**src/design/tosg_pkg.sv**
```systemverilog
// Shared types and constants for the timed output sequence generator.
package tosg_pkg;

   localparam int MAX_STEPS = 32;
   localparam int CHANNELS  = 8;
   localparam int STEP_IW   = $clog2(MAX_STEPS);
   localparam int ADDR_W    = STEP_IW + 1;
   localparam int CH_W      = $clog2(CHANNELS);
   localparam int DEPTH     = 2 * MAX_STEPS;

   // request kinds
   localparam logic REQ_WRITE = 1'b0;
   localparam logic REQ_CALL  = 1'b1;

   // sequence_mode register codes
   localparam logic [1:0] SEQ_IDLE  = 2'd0;
   localparam logic [1:0] SEQ_START = 2'd1;
   localparam logic [1:0] SEQ_COLD  = 2'd2;
   localparam logic [1:0] SEQ_BAD   = 2'd3;

   // step modes
   localparam logic [1:0] EMODE_OFF   = 2'd0;
   localparam logic [1:0] EMODE_ON    = 2'd1;
   localparam logic [1:0] EMODE_PULSE = 2'd2;
   localparam logic [1:0] EMODE_RSVD  = 2'd3;

   typedef struct packed {
      logic [1:0]  mode;
      logic [23:0] start_ms;
      logic [3:0]  channel;
      logic [15:0] off_ms;
      logic [15:0] on_ms;
   } step_entry_type;

endpackage

```
**src/design/tosg_step_mem.sv**
```systemverilog
// Step table storage: both tables in one synchronous RAM, one write and one read port.
module tosg_step_mem (
   input  logic                          clock,
   input  logic                          wr_en,
   input  logic [tosg_pkg::ADDR_W-1:0]   wr_addr,
   input  tosg_pkg::step_entry_type      wr_data,
   input  logic                          rd_en,
   input  logic [tosg_pkg::ADDR_W-1:0]   rd_addr,
   output tosg_pkg::step_entry_type      rd_data
);
   import tosg_pkg::*;

   step_entry_type mem [DEPTH];
   step_entry_type rd_data_ff;

   always_ff @(posedge clock) begin
      if (wr_en) begin
         mem[wr_addr] <= wr_data;
      end
   end

   always_ff @(posedge clock) begin
      if (rd_en) begin
         rd_data_ff <= mem[rd_addr];
      end
   end

   assign rd_data = rd_data_ff;

endmodule

```
**config.mk**
```make
export PLATFORM = sky130hd
export DESIGN_NAME = tosg_step_mem
export DESIGN_NICKNAME = d
export VERILOG_FILES = /design/src/design/tosg_pkg.sv /design/src/design/tosg_step_mem.sv
export SDC_FILE = /design/constraint.sdc
export NUM_CORES = 2
export LEC_CHECK = 0
export BUFFER_PORTS_ARGS = -buffer_cell sky130_fd_sc_hd__buf_2
export CORE_UTILIZATION = 35
export CTS_BUF_LIST = sky130_fd_sc_hd__clkbuf_8
export CTS_CLUSTER_DIAMETER = 100
export DETAILED_ROUTE_END_ITERATION = 10
export GPL_ROUTABILITY_DRIVEN = 0
export PLACE_DENSITY = 0.46
export SYNTH_ARGS = -nofsm -noshare
export SYNTH_HDL_FRONTEND = slang
export SYNTH_SLANG_ARGS = --single-unit
```
**constraint.sdc**
```tcl
create_clock -name clock -period 8.5 [get_ports clock]
set_input_delay 0.425 -clock clock [delete_from_list [all_inputs] [get_ports clock]]
set_output_delay 0.425 -clock clock [all_outputs]
set_load 0.01 [all_outputs]
```
==> impl_metrics.json <==
{
  "outcome": "completed",
  "rsz0062_at_grt": "false",
  "cp_common_cell": "buf_4",
  "use_met3_pct": 3.025,
  "r2r_slack_ps": 5980,
  "drtIter0Drc": 8037,
  "min_from": "rd_addr[1]",
  "port_buffers": 138,
  "finalClockSkew_ps": 42.98,
  "ys_types": 48,
  "r2r_start": "mem[53][18]$_DFFE_PP_",
  "synth-edff-count": 4030,
  "seq_area_mm2": 0.1210,
  "ys_seq_elements": 4030,
  "pin_count": 139,
  "path_max_fanout": 30,
  "drive_gt1_share_pct": 27.85,
  "place_inst": 12340,
  "period_share_pct": 40.76,
  "hold_depth": 4,
  "maxCapViolCount": 0,
  "slew_headroom_pct": 11.29,
  "synth_top_area_cell": "edfxtp_1",
  "post-place-ws_ps": 4154,
  "grt_pass1_wl_um": 641400,
  "finalSetupViolCount": 0,
  "row_count": 241,
  "synth_cells": 6650,
  "multiInputGateArea_mm2": 0.02992,
  "grt_pass1_vias": 78520,
  "critPathMaxStageDelay_ps": 920,
  "cp_cell_sequence": "dlygate4sd3_1, buf_4, buf_4, or3_2, buf_4, o22ai_1, nor4_1, o22a_1",
  "numCtsBuffers": 671,
  "final_util_pct": 40.10,
  "synth_nets": 6727,
  "peakVddDrop_uv": 149.2,
  "wl_um": 468100,
  "clock_path_buffers": 4,
  "yosysTopAreaCellShare_pct": 79.41,
  "endpoint_kind": "flip-flop",
  "die_h_um": 661.8,
  "ant_nets": 0,
  "cts_resized": 0,
  "ys_top_cells_by_area": "edfxtp_1 79%, mux4_2 13%, mux2i_1 1.5%, o22ai_1 0.99%, mux2_2 0.68%",
  "dr.pass1.iters": 7,
  "hold_path.class": "input port to flip-flop",
  "setup_tns_ps": 0,
  "p_per_area_mw_per_mm2": 228.0,
  "area.growth.synth_to_final_pct": 13.70,
  "grtUsageTotal_pct": 21.16,
  "yosys_warnings": 0,
  "synthFlopType": "edfxtp_1",
  "power_mw": 39.50,
  "avgRoutedWirePerCell_um": 34.41,
  "cp_slowest_cell": "or3_2",
  "ys_seq_area_share_pct": 79.41,
  "grt_max_degree": 111,
  "cts-root-buf": "clkbuf_8",
  "min_to": "rd_data[3]$_DFFE_PP_",
  "total_leakage_power_nw": 54.21,
  "vias": 75160,
  "fmax_mhz": 288.6,
  "instances_no_fill": 13600,
  "worst_skew_pair.late_latency_ps": 1210,
  "fp.dieW_um": 661.8,
  "nNetsFinal": 7452,
  "crit-reg2reg-capture": "rd_data[18]$_DFFE_PP_",
  "layout_common_cells": "4030 x edfxtp_1, 855 x mux4_2, 682 x clkbuf_8, 241 x o22ai_1, 237 x inv_1",
  "fill_cells": 38430,
  "postLayoutSetupSlackWorst_ps": 5035,
  "coreArea_mm2": 0.4321,
  "gr-total-overflow": 0,
  "crit_required_ps": 9560,
  "hold_viol": 0,
  "gr-usage-met1_pct": 29.09,
  "final_common_cell": "edfxtp_1",
  "cts_sinks": 4030,
  "busiest_layer": "met2",
  "die_area_mm2": 0.4380,
  "maxSlewViolCount": 0,
  "crit_type": "input port to flip-flop",
  "dpl.hpwl_um": 248400,
  "start_util_pct": 35.27,
  "worstRegToRegCells": 5,
  "synthArstFlopShare_pct": 0,
  "arrival_ps": 4530,
  "detail_route.vias_per_cell": 5.526,
  "timing.final.crit_period_ps": 3465,
  "use_met2_pct": 35.54,
  "cts_tree": "built",
  "synth.cell_area_mm2": 0.1524,
  "drc_errors": 0,
  "avgSynthCellArea_um2": 22.92,
  "htree_levels": 6,
  "cp-start-kind": "input port",
  "worst-slew-pin-transition_ps": 1322,
  "clk_pin_slew_ps": 50,
  "antenna_found_initial": 37
}
[where the power goes]
part / internal, mW / total, mW / leakage, nW / switching [mW]
registers: 22.1 / 22.1 / 36.3 / 0.0785
clock network: 7.60 / 15.4 / 6.82 / 7.80
logic: 0.679 / 1.96 / 11.1 / 1.28
total: 30.3 / 39.5 / 54.2 / 9.16
[cells by family after synthesis]
logic type	Yosys count	share of synthesized area, %
AO/OA/AOI/OAI	672	3.090
multiplexers	1187	14.90
flip-flops	4030	79.41
buffers and inverters	385	1.351
AND/OR/NAND/NOR	376	1.247
[cells in the mapped netlist (all sizes together) (3+ instances only)]
| cell type | count |
|---|---|
| or3 | 3 |
| and2 | 3 |
| o221ai | 64 |
| and4b | 3 |
| o32ai | 11 |
| a2bb2oi | 15 |
| o21ai | 79 |
| nor2b | 60 |
| a22o | 32 |
| nand4 | 3 |
| a22oi | 95 |
| mux4 | 855 |
| nand2b | 15 |
| a21oi | 32 |
| nand3 | 49 |
| mux2i | 234 |
| and3 | 15 |
| a311oi | 14 |
| a221oi | 33 |
| nand3b | 4 |
| nor4 | 33 |
| a211oi | 29 |
| nor3 | 31 |
| or2 | 5 |
| o22ai | 241 |
| buf | 246 |
| mux2 | 98 |
| nor2 | 104 |
| clkbuf | 139 |
| nand2 | 46 |
| a41oi | 4 |
| edfxtp | 4030 |
| a32oi | 3 |
| o22a | 18 |
[worst max path at each step]
| stage | end | slack [ps] | startpoint |
|---|---|---|---|
| after global routing | rd_data[45]$_DFFE_PP_ | 5020 | rd_addr[3] |
| final | rd_data[3]$_DFFE_PP_ | 5040 | rd_addr[4] |
| after detailed placement | rd_data[3]$_DFFE_PP_ | 4150 | rd_addr[2] |
| after global placement | rd_data[27]$_DFFE_PP_ | 3980 | rd_addr[0] |
| after CTS | rd_data[3]$_DFFE_PP_ | 5080 | rd_addr[4] |
| after floorplan | mem[48][0]$_DFFE_PP_ | 2810 | wr_addr[3] |
[flip-flops by register name, indices dropped and copies added, names as in the netlist]
signal	count
mem	3968
rd_data	62
[repair_timing]
action	CTS	global route
hold buffers	69	0
buffers inserted	0	0
endpoints found under the hold margin	3911	0
[metal layers]
| metal | up-vias | wire length (um) |
|---|---|---|
| met4 | 12 | 10620 |
| met1 | 41690 | 199200 |
| met2 | 2638 | 231300 |
| met3 | 646 | 26880 |
| li1 | 30170 | - |
| met5 | - | 72 |
[critical path, delay by kind of cell]
kind / cells / cell delay (ps)
AOI/OAI and AO/OA: 2 / 420
and+or+nand+nor: 2 / 1510
buffers and inverters: 4 / 2070
[through the flow]
step,hold slack [ps],instance area (um2)
final,208.1,173300
after detailed placement,856.3,160800
after global placement,853.0,160800
after floorplan,523.9,152400
after global routing,150.9,173300
after CTS,64.29,173200
[layout make-up]
cell class,count,area share (%)
flip-flops and latches,4030,69.84
well taps,5710,4.123
repair buffers,437,1.995
diodes,8,0.01155
clock inverters,501,1.341
multi-input cells,2235,17.27
clock buffers,682,5.417
No activity file was read; power rests on OpenSTA's default activity.
