**src/design/tosg_pkg.sv**
```systemverilog
// Shared types and constants for the timed output sequence generator.
package tosg_pkg;

   localparam int MAX_STEPS = 32;
   localparam int CHANNELS  = 8;
   localparam int STEP_IW   = $clog2(MAX_STEPS);
   localparam int ADDR_W    = STEP_IW + 1;
   localparam int CH_W      = $clog2(CHANNELS);
   localparam int DEPTH     = 2 * MAX_STEPS;

   // request kinds
   localparam logic REQ_WRITE = 1'b0;
   localparam logic REQ_CALL  = 1'b1;

   // sequence_mode register codes
   localparam logic [1:0] SEQ_IDLE  = 2'd0;
   localparam logic [1:0] SEQ_START = 2'd1;
   localparam logic [1:0] SEQ_COLD  = 2'd2;
   localparam logic [1:0] SEQ_BAD   = 2'd3;

   // step modes
   localparam logic [1:0] EMODE_OFF   = 2'd0;
   localparam logic [1:0] EMODE_ON    = 2'd1;
   localparam logic [1:0] EMODE_PULSE = 2'd2;
   localparam logic [1:0] EMODE_RSVD  = 2'd3;

   typedef struct packed {
      logic [1:0]  mode;
      logic [23:0] start_ms;
      logic [3:0]  channel;
      logic [15:0] off_ms;
      logic [15:0] on_ms;
   } step_entry_type;

endpackage

```
**src/design/tosg_mod.sv**
```systemverilog
// Iterative 32-bit by 17-bit remainder unit, one quotient bit per cycle.
module tosg_mod (
   input  logic        clock,
   input  logic        reset,
   input  logic        go,
   input  logic [31:0] dividend,
   input  logic [16:0] divisor,
   output logic        done,
   output logic [16:0] remainder
);
   import tosg_pkg::*;

   logic [31:0] dvd_ff, dvd_in;
   logic [16:0] div_ff, div_in;
   logic [16:0] rem_ff, rem_in;
   logic [5:0]  cnt_ff, cnt_in;
   logic        run_ff, run_in;
   logic        done_ff, done_in;
   logic [17:0] trial;

   always_comb begin
      dvd_in  = dvd_ff;
      div_in  = div_ff;
      rem_in  = rem_ff;
      cnt_in  = cnt_ff;
      run_in  = run_ff;
      done_in = 1'b0;
      trial   = {rem_ff, dvd_ff[31]};
      if (go) begin
         dvd_in = dividend;
         div_in = divisor;
         rem_in = '0;
         cnt_in = '0;
         run_in = 1'b1;
      end else if (run_ff) begin
         dvd_in = {dvd_ff[30:0], 1'b0};
         if (trial >= {1'b0, div_ff}) begin
            rem_in = 17'(trial - {1'b0, div_ff});
         end else begin
            rem_in = trial[16:0];
         end
         cnt_in = cnt_ff + 6'd1;
         if (cnt_ff == 6'd31) begin
            run_in  = 1'b0;
            done_in = 1'b1;
         end
      end
   end

   always_ff @(posedge clock) begin
      if (reset) begin
         run_ff  <= 1'b0;
         done_ff <= 1'b0;
         cnt_ff  <= '0;
      end else begin
         run_ff  <= run_in;
         done_ff <= done_in;
         cnt_ff  <= cnt_in;
      end
   end

   always_ff @(posedge clock) begin
      dvd_ff <= dvd_in;
      div_ff <= div_in;
      rem_ff <= rem_in;
   end

   assign done      = done_ff;
   assign remainder = rem_ff;

endmodule
```
**config.mk**
```make
export PLATFORM = sky130hd
export DESIGN_NAME = tosg_mod
export DESIGN_NICKNAME = d
export VERILOG_FILES = /design/src/design/tosg_pkg.sv /design/src/design/tosg_mod.sv
export SDC_FILE = /design/constraint.sdc
export NUM_CORES = 1
export LEC_CHECK = 0
export BUFFER_PORTS_ARGS = -buffer_cell sky130_fd_sc_hd__buf_4
export CELL_PAD_IN_SITES_DETAIL_PLACEMENT = 0
export CELL_PAD_IN_SITES_GLOBAL_PLACEMENT = 2
export CORE_MARGIN = 1
export CORE_UTILIZATION = 30
export DETAILED_ROUTE_END_ITERATION = 10
export PLACE_DENSITY_LB_ADDON = 0.1
export SYNTH_ARGS = -nofsm -noshare
export SYNTH_HDL_FRONTEND = slang
export SYNTH_SLANG_ARGS = --single-unit
export TNS_END_PERCENT = 10
```
**constraint.sdc**
```tcl
create_clock -name clock -period 2.9 [get_ports clock]
set_clock_uncertainty 0.05 [all_clocks]
set_input_delay 0.87 -clock clock [delete_from_list [all_inputs] [get_ports clock]]
set_output_delay 0.87 -clock clock [all_outputs]
set_load 0.01 [all_outputs]
```
==> flow_summary.toml, run 1 <==
[placement]
port_buffers = 69
place_congestion = 0.774
dpl.cell_count = 562
dp_hpwl_um = 6190

[clock_network]
hold_buffers = 0
cts_buffer_depth = 2
root_buffer = "clkbuf_16"
clock_sinks = 74
cts.clk_slew.worst_paths_ps = 60
insertion_delay_ps = 340
cts_buffers = 9
htree_num_levels = 3
tritoncts = "built"

[logic_synthesis]
synth_fa_ha_area_share_pct = 6.43
synth_ff_type = "edfxtp_1"
synth_area_leaders = "edfxtp_1 (39%), dfxtp_1 (13%), mux2_2 (9.2%), ha_1 (5.9%), mux2i_1 (2.6%)"
post_synth_and_or_nand_nor_area_fraction_pct = 8.92
synth_top_family_by_area = "compound AO/OA/AOI/OAI gates"
yosys.area.top_type = "edfxtp_1"
syn-num-nets = 400
synthCells = 329
syn_avg_cell_area_um2 = 11.6
synthArstFlopShare_pct = 0
yosys_warnings = 0
synth_compound_area_share_pct = 13.3
yosysSeqAreaShare_pct = 51.7
synth_top_area_share_pct = 38.6
synth-seq-cells = 74
syn_area_um2 = 3810
yosysUniqueCellTypes = 54
synthMuxAreaShare_pct = 12.2
synth-edff-count = 49
synth_xor_area_share_pct = 3.67

[sta]
post-route-min-period_ps = 2700
rsz0062_at_grt = "no"
maxSlewHeadroom_pct = 61.7
maxSlewViolCount = 0
setup_viol = 0
post-route-period-util_pct = 93.3
fin_setup_tns_ps = 0
hold_viol = 0
fmax_mhz = 370
whs_ps = 439
tightestPinTransition_ps = 575

[die]
initial_core_util_pct = 31.2
die_x_um = 115
chipHeight_um = 115
die_area_um2 = 13200
fp-row-count = 40
io-pin-count = 70
coreArea_um2 = 12200

[detailed_routing]
dr.pass1.iters = 4
drt_iter0_markers = 107
drtAntennaViolNets = 0
dr_total_vias = 2730
drc_errors = 0
via_per_inst = 4.70
wire_per_inst_um = 14.6
wl_um = 8490

[critical_path]
start_kind = "flip-flop"
endpoint_kind = "flip-flop"
critPathMaxFanout = 13
worstPathRequired_ps = 3110
path_class = "reg -> reg"
arrival_ps = 2910

[power]
p_total_w = 0.00290
power_density_nw_per_um2 = 591
vdd.ir_drop.worst_v = 0.000308
p_leak_nw = 1.98

[finish]
antenna_cells = 0
final_cell_mix = "buf_4 (78), edfxtp_1 (49), mux2_2 (31), inv_1 (25), dfxtp_1 (25)"
drive_above_1_share_pct = 32.9
layout_commonest_cell = "buf_4"
finalNetCount = 479
area_growth_pct = 28.9
fin_util_pct = 40.3
stdcell_count = 581

[global_routing]
grt_pass1_vias = 2738
globalRouteMet1Util_pct = 16.6
grt_max_degree = 48
antenna_found_initial = 0
top_usage_layer = "met2"
grt_overflow = 0
use_met3_pct = 5.96
grt.total_usage_pct = 14.1
grt_pass1_wl_um = 13900
met2_usage_pct = 22.9

[status]
status = "completed"

[min_path]
hold_path_class = "reg -> reg"

[job]
max_cap_viol_count = 0
cell usage after synthesis (all sizes together), types with 3 or more instances:
cell	instances
nand4	7
inv	25
xor2	8
o21ai	14
dfxtp	25
nand2	17
ha	18
edfxtp	49
nor2b	3
o21a	5
mux2	32
buf	3
a21oi	20
mux2i	10
xnor2	8
nor2	23
clkbuf	9
a21o	5
o211ai	4
nor4	3
a211oi	8
flip-flops by register name (all words and copies together), names as in the netlist:
name / flops
remainder: 17
done: 1
cnt_ff: 6
run_ff: 1
dvd_ff: 32
div_ff: 17
layout make-up:
type | count | area [µm²]
clock inverter | 6 | 67.6
fill | 1249 | 7290
inverter | 25 | 93.8
sequential | 74 | 1970
tap | 168 | 210
timing repair buffer | 80 | 626
clock buffer | 10 | 229
multi-input combinational | 218 | 1720
power breakdown:
part / switching [W] / internal, W
clock: 0.000446 / 0.000667
combinational: 0.000258 / 0.000267
sequential: 0.0000422 / 0.00122
metal layers:
layer  up-vias  wire, µm
met5         -         0
met4         0       160
met3         9       489
met2        65      4100
met1      1284      3740
li1       1372         -
kinds of logic after synthesis:
family	Yosys count
DFF	74
muxes	42
and+or+nand+nor	69
AOI/OAI and AO/OA	72
xor gates and xnor gates	16
buffers and inverters	37
adders and majority gates	19
what timing repair did:
| action | in CTS | in global routing |
|---|---|---|
| buffers inserted | 0 | 3 |
| endpoints found under the setup margin | 0 | 10 |
| resized for setup | 0 | 6 |
critical path: stages (launching register included):
cell and delay [ps]:
edfxtp_1 360, inv_1 80, ha_1 170, inv_1 50, fa_1 400, a21o_1 240
a221oi_4 320, o21bai_4 110, a21oi_4 170, o21ai_4 130, buf_12 190, mux2i_1 130
a211oi_2 220
final timing paths:
path / from / cells after the start / slack (ps) / end
min reg2reg: cnt_ff[5] / 2 / 440 / cnt_ff[5]
min: cnt_ff[5] / 2 / 440 / cnt_ff[5]
max reg2reg: dvd_ff[31] / 12 / 200 / remainder[5]
max: dvd_ff[31] / 12 / 200 / remainder[5]
stage by stage:
step           setup slack [ps]  area (µm²)
3_5_place_dp               78.3        4560
2_1_floorplan               229        3810
5_1_grt                    7.52        4920
3_3_place_gp                157        4560
4_1_cts                    40.8        4860
6_report                    195        4920
(Power assumes the default switching activity.)
==> run 2, diff against run 1 <==
--- a/config.mk
+++ b/config.mk
@@ -12,6 +12,7 @@
 export CORE_UTILIZATION = 30
 export DETAILED_ROUTE_END_ITERATION = 10
 export PLACE_DENSITY_LB_ADDON = 0.1
+export RECOVER_POWER = 100
 export SYNTH_ARGS = -nofsm -noshare
 export SYNTH_HDL_FRONTEND = slang
 export SYNTH_SLANG_ARGS = --single-unit
==> constraint.sdc (replaced) <==
create_clock -name clock -period 2.9 [get_ports clock]
set_clock_uncertainty 0.05 [all_clocks]
set_input_delay 0.58 -clock clock [delete_from_list [all_inputs] [get_ports clock]]
set_output_delay 0.58 -clock clock [all_outputs]
set_load 0.01 [all_outputs]
==> run 2 against run 1 <==
Compared with the run above: worst hold slack worse by 82 ps; critical path depth is 1 lower; register-to-register slack hardly changed; sequential cell count stayed put; final cell count is 0.34% lower; routed wire length is 0.72% lower; sequential share of layout area is 0.99 points higher; clock power is 9% higher; first-iteration DRC count is 12% lower; clock-buffer cell count stayed put; critical endpoint is now remainder[0]; highest routed layer unchanged.
==> flow_summary.toml, run 2 (synthesized netlist as in run 1, its figures left out) <==
[detailed_routing]
dr_total_vias = 2743
dr.pass1.iters = 4
drc_errors = 0
wire_per_inst_um = 14.6
wl_um = 8430
drtAntennaViolNets = 0
via_per_inst = 4.74
drt_iter0_markers = 94

[placement]
port_buffers = 69
place_congestion = 0.725
dp_hpwl_um = 6210

[clock_network]
cts.clk_slew.worst_paths_ps = 60
insertion_delay_ps = 340
cts_resized = 0
hold_buffers = 0
clock_sinks = 74
post_cts_buffers = 0
htree_num_levels = 3
cts_buffers = 9
cts_buffer_depth = 2
tritoncts = "built"
root_buffer = "clkbuf_16"

[finish]
area_growth_pct = 25.8
finalNetCount = 477
multi_input_area_um2 = 1700
largest_reg_flops = 32
fillers = 1258
antenna_cells = 0
drive_above_1_share_pct = 26.8
fin_util_pct = 39.3
layout_commonest_cell = "edfxtp_1"
final_cell_mix = "edfxtp_1 (49), buf_4 (37), mux2_2 (31), inv_1 (25), dfxtp_1 (25)"
max_flop_register = "dvd_ff"
regArea_um2 = 1970

[critical_path]
endpoint_kind = "flip-flop"
critPathMaxFanout = 8
path_class = "reg -> reg"
critical_path_buf_inv_count = 2
worstPathRequired_ps = 3100
start_kind = "flip-flop"
path_common_cell = "inv_1"
arrival_ps = 2910
path_cells = "inv_1, ha_1, inv_1, fa_1, a21o_1, a221oi_4, o21bai_2, a21oi_4, o21ai_2, mux2_1, a211oi_2"
slowest_stage = "fa_1"
path_delay_family = "compound AO/OA/AOI/OAI gates"
max_stage_delay_ps = 400

[die]
chipHeight_um = 115
io-pin-count = 70
coreArea_um2 = 12200
die_area_um2 = 13200
die_x_um = 115
fp-row-count = 40
initial_core_util_pct = 31.2

[sta]
maxSlewHeadroom_pct = 2.19
fmax_mhz = 368
setup_viol = 0
tightestPinTransition_ps = 1470
rsz0062_at_grt = "no"
fin_setup_tns_ps = 0
maxSlewViolCount = 0
hold_viol = 0
post-route-period-util_pct = 93.7
post-route-min-period_ps = 2720

[global_routing]
grt.total_usage_pct = 14.0
grt_pass1_wl_um = 13900
grt_overflow = 0
grt_pass1_vias = 2780
antenna_found_initial = 0
grt_max_degree = 38

[power]
p_leak_nw = 1.88
vdd.ir_drop.worst_v = 0.000300
swShare_pct = 25.2
p_int_w = 0.00222
seqPwrFrac_pct = 42.7
p_sw_w = 0.000746
clockPowerShare_pct = 40.7
power_density_nw_per_um2 = 617
combPwrFrac_pct = 16.6

[status]
status = "completed"

[job]
max_cap_viol_count = 0

[min_path]
hold_path_class = "in -> reg"
## run 2: final cells by class
class	count	area share (%)
flip-flops and latches	74	41.1
well taps	168	4.38
clock inverters	6	1.88
clock buffers	10	4.77
multi-input cells	218	35.3
repair buffers	78	10.6
inverters	25	1.96
## run 2: through the flow
step	hold slack (ps)	worst slack (ps)	area, µm²	total power, W	std cells
after floorplan	408	229	3810	0.00162	329
after global placement	421	190	4560	0.00180	563
after detailed placement	437	139	4560	0.00180	563
after CTS	341	115	4880	0.00303	579
after global routing	343	29.1	4800	0.00311	579
final	357	183	4800	0.00296	579
## run 2: worst paths after layout
| path | from | end | slack (ps) | depth (start not counted) |
|---|---|---|---|---|
| min reg2reg | cnt_ff[5] | cnt_ff[5] | 440 | 2 |
| max | dvd_ff[31] | remainder[0] | 180 | 11 |
| min | reset | run_ff | 360 | 2 |
| max reg2reg | dvd_ff[31] | remainder[0] | 180 | 11 |
## run 2: routing by layer
layer	global-route usage, %	up-vias	share of wire (%)
met3	3.95	12	4.4
met5	0	-	0
met2	23.2	48	48
met1	17.0	1309	46
met4	6.75	0	1.8
li1	-	1374	-
## run 2: power groups by stage
stage	clock network (W)	registers [W]	logic [W]
after floorplan	0	0.00128	0.000337
after detailed placement	0	0.00129	0.000510
after global placement	0	0.00129	0.000511
after CTS	0.00124	0.00127	0.000513
final	0.00121	0.00127	0.000490
after global routing	0.00129	0.00128	0.000545
==> run 3, diff against run 2 <==
--- a/config.mk
+++ b/config.mk
@@ -5,6 +5,7 @@
 export SDC_FILE = /design/constraint.sdc
 export NUM_CORES = 1
 export LEC_CHECK = 0
+export ABC_AREA = 1
 export BUFFER_PORTS_ARGS = -buffer_cell sky130_fd_sc_hd__buf_4
 export CELL_PAD_IN_SITES_DETAIL_PLACEMENT = 0
 export CELL_PAD_IN_SITES_GLOBAL_PLACEMENT = 2
==> run 3 against run 2 <==
Compared with the run above: die area rose by 11%; worst hold slack better by 9.1 ps; synthesized cell count increased by 67%; global-route usage increased by 2.1 points; fmax rose by 20%; critical endpoint is now remainder[3].
==> flow_summary.toml, run 3 <==
[global_routing]
grt_overflow = 0
grt.total_usage_pct = 16.1
grt_pass1_wl_um = 17800
grt_max_degree = 32
antenna_found_initial = 0
grt_pass1_vias = 3367

[critical_path]
critPathMaxFanout = 19
endpoint_kind = "flip-flop"
slowest_stage = "fa_1"
path_class = "reg -> reg"
max_stage_delay_ps = 460
path_cells = "inv_1, ha_1, inv_1, fa_1, nand3_1, nand3_2, nand2_4, nand2_8, nand2_1, nand2_1, o21ai_0"
arrival_ps = 2470
start_kind = "flip-flop"
worstPathRequired_ps = 3110

[placement]
dp_hpwl_um = 8090
place_congestion = 0.796
port_buffers = 69

[logic_synthesis]
synth.most_common_cell = "nand2_1"
synth_ff_type = "edfxtp_1"
synth-edff-count = 49
synthCells = 548
syn_avg_cell_area_um2 = 7.74
yosysSeqAreaShare_pct = 46.5
syn_area_um2 = 4240
syn-num-nets = 619
yosys_warnings = 0
yosys.area.top_type = "edfxtp_1"
synth_area_leaders = "edfxtp_1 (35%), nand2_1 (20%), dfxtp_1 (12%), inv_1 (7.2%), ha_1 (5.3%)"
ys_top_cells_by_count = "nand2_1 (224), inv_1 (81), edfxtp_1 (49)"
synth-seq-cells = 74
synthArstFlopShare_pct = 0
synth_top_area_share_pct = 34.7
yosysUniqueCellTypes = 34

[clock_network]
cts_buffers = 9
tritoncts = "built"
insertion_delay_ps = 330
root_buffer = "clkbuf_16"
htree_num_levels = 3
hold_buffers = 0
clock_sinks = 74
cts_resized = 0
cts.clk_slew.worst_paths_ps = 60
cts_buffer_depth = 2
post_cts_buffers = 0

[detailed_routing]
wire_per_inst_um = 13.7
wl_met1_um = 5240
top_layer = "met4"
met3_length_um = 615
wl_um = 11000
wl_met2_um = 5030
drc_errors = 0
dr.pass1.iters = 4
drtAntennaViolNets = 0
dr_total_vias = 3541
via_per_inst = 4.40
drt_iter0_markers = 164

[sta]
tightestPinTransition_ps = 1000
hold_viol = 0
setup_viol = 0
post-route-period-util_pct = 77.9
fin_setup_tns_ps = 0
maxSlewViolCount = 0
whs_ps = 366
post-route-min-period_ps = 2260
fmax_mhz = 442
maxSlewHeadroom_pct = 33.0
rsz0062_at_grt = "no"

[die]
initial_core_util_pct = 30.7
die_area_um2 = 14600
die_x_um = 121
coreArea_um2 = 13800
chipHeight_um = 121
io-pin-count = 70
fp-row-count = 43

[finish]
antenna_cells = 0
final_cell_mix = "nand2_1 (227), inv_1 (81), edfxtp_1 (49), nand3_1 (41), buf_4 (36)"
largest_reg_flops = 32
regArea_um2 = 1970
fin_util_pct = 37.4
max_flop_register = "dvd_ff"
fillers = 1477
drive_above_1_share_pct = 14.1
area_growth_pct = 22.0
finalNetCount = 691
multi_input_area_um2 = 1840
layout_commonest_cell = "nand2_1"

[status]
status = "completed"

[min_path]
hold_path_class = "in -> reg"

[power]
power_density_nw_per_um2 = 543
vdd.ir_drop.worst_v = 0.000298
p_leak_nw = 2.57

[job]
max_cap_viol_count = 0
==> run 3: kinds of logic after synthesis <==
group	after synthesis	synth area share, %
AND/OR/NAND/NOR	322	33.5
buffers and inverters	98	9.29
flip-flops	74	46.5
AO/OA/AOI/OAI	28	3.48
adder cells (fa/ha/maj)	19	5.78
XOR/XNOR	7	1.45
==> run 3: per-layer routing <==
metal	track usage, %	up-vias
li1	-	1862
met1	21.2	1590
met2	25.9	81
met3	4.84	8
met4	3.94	0
met5	0	-
==> run 3: final cells by class <==
| class | instances | share of cell area (%) |
|---|---|---|
| repair buffers | 74 | 9.24 |
| inverters | 85 | 6.17 |
| clock inverters | 6 | 2.23 |
| multi-input cells | 376 | 35.5 |
| clock buffers | 9 | 4.36 |
| well taps | 180 | 4.36 |
| flip-flops and latches | 74 | 38.1 |
==> run 3: stage by stage <==
stage | power [W] | instances | cell area, µm² | worst slack, ps
finish | 0.00281 | 804 | 5170 | 639
global route | 0.00293 | 804 | 5170 | 420
CTS | 0.00287 | 804 | 5300 | 585
detailed placement | 0.00155 | 789 | 4960 | 608
global placement | 0.00155 | 789 | 4960 | 638
floorplan | 0.00142 | 548 | 4240 | 766
==> run 3: worst paths after layout <==
kind	start	end	slack [ps]	depth (start not counted)
setup reg to reg	dvd_ff[31]	remainder[3]	640	11
setup / recovery	dvd_ff[31]	remainder[3]	640	11
hold / removal	reset	run_ff	370	2
hold reg to reg	cnt_ff[5]	done	430	1
==> run 3: power breakdown <==
group	switching (W)	internal (W)
Clock	0.000449	0.000840
Sequential	0.0000219	0.00121
Combinational	0.000175	0.000115
==> run 3: critical path: cells and delay by family (launching register included) <==
kind,cells,cell delay (ps)
and+or+nand+nor,6,850
adders and majority gates,2,610
DFF,1,360
buffers and inverters,2,170
AOI/OAI and AO/OA,1,150
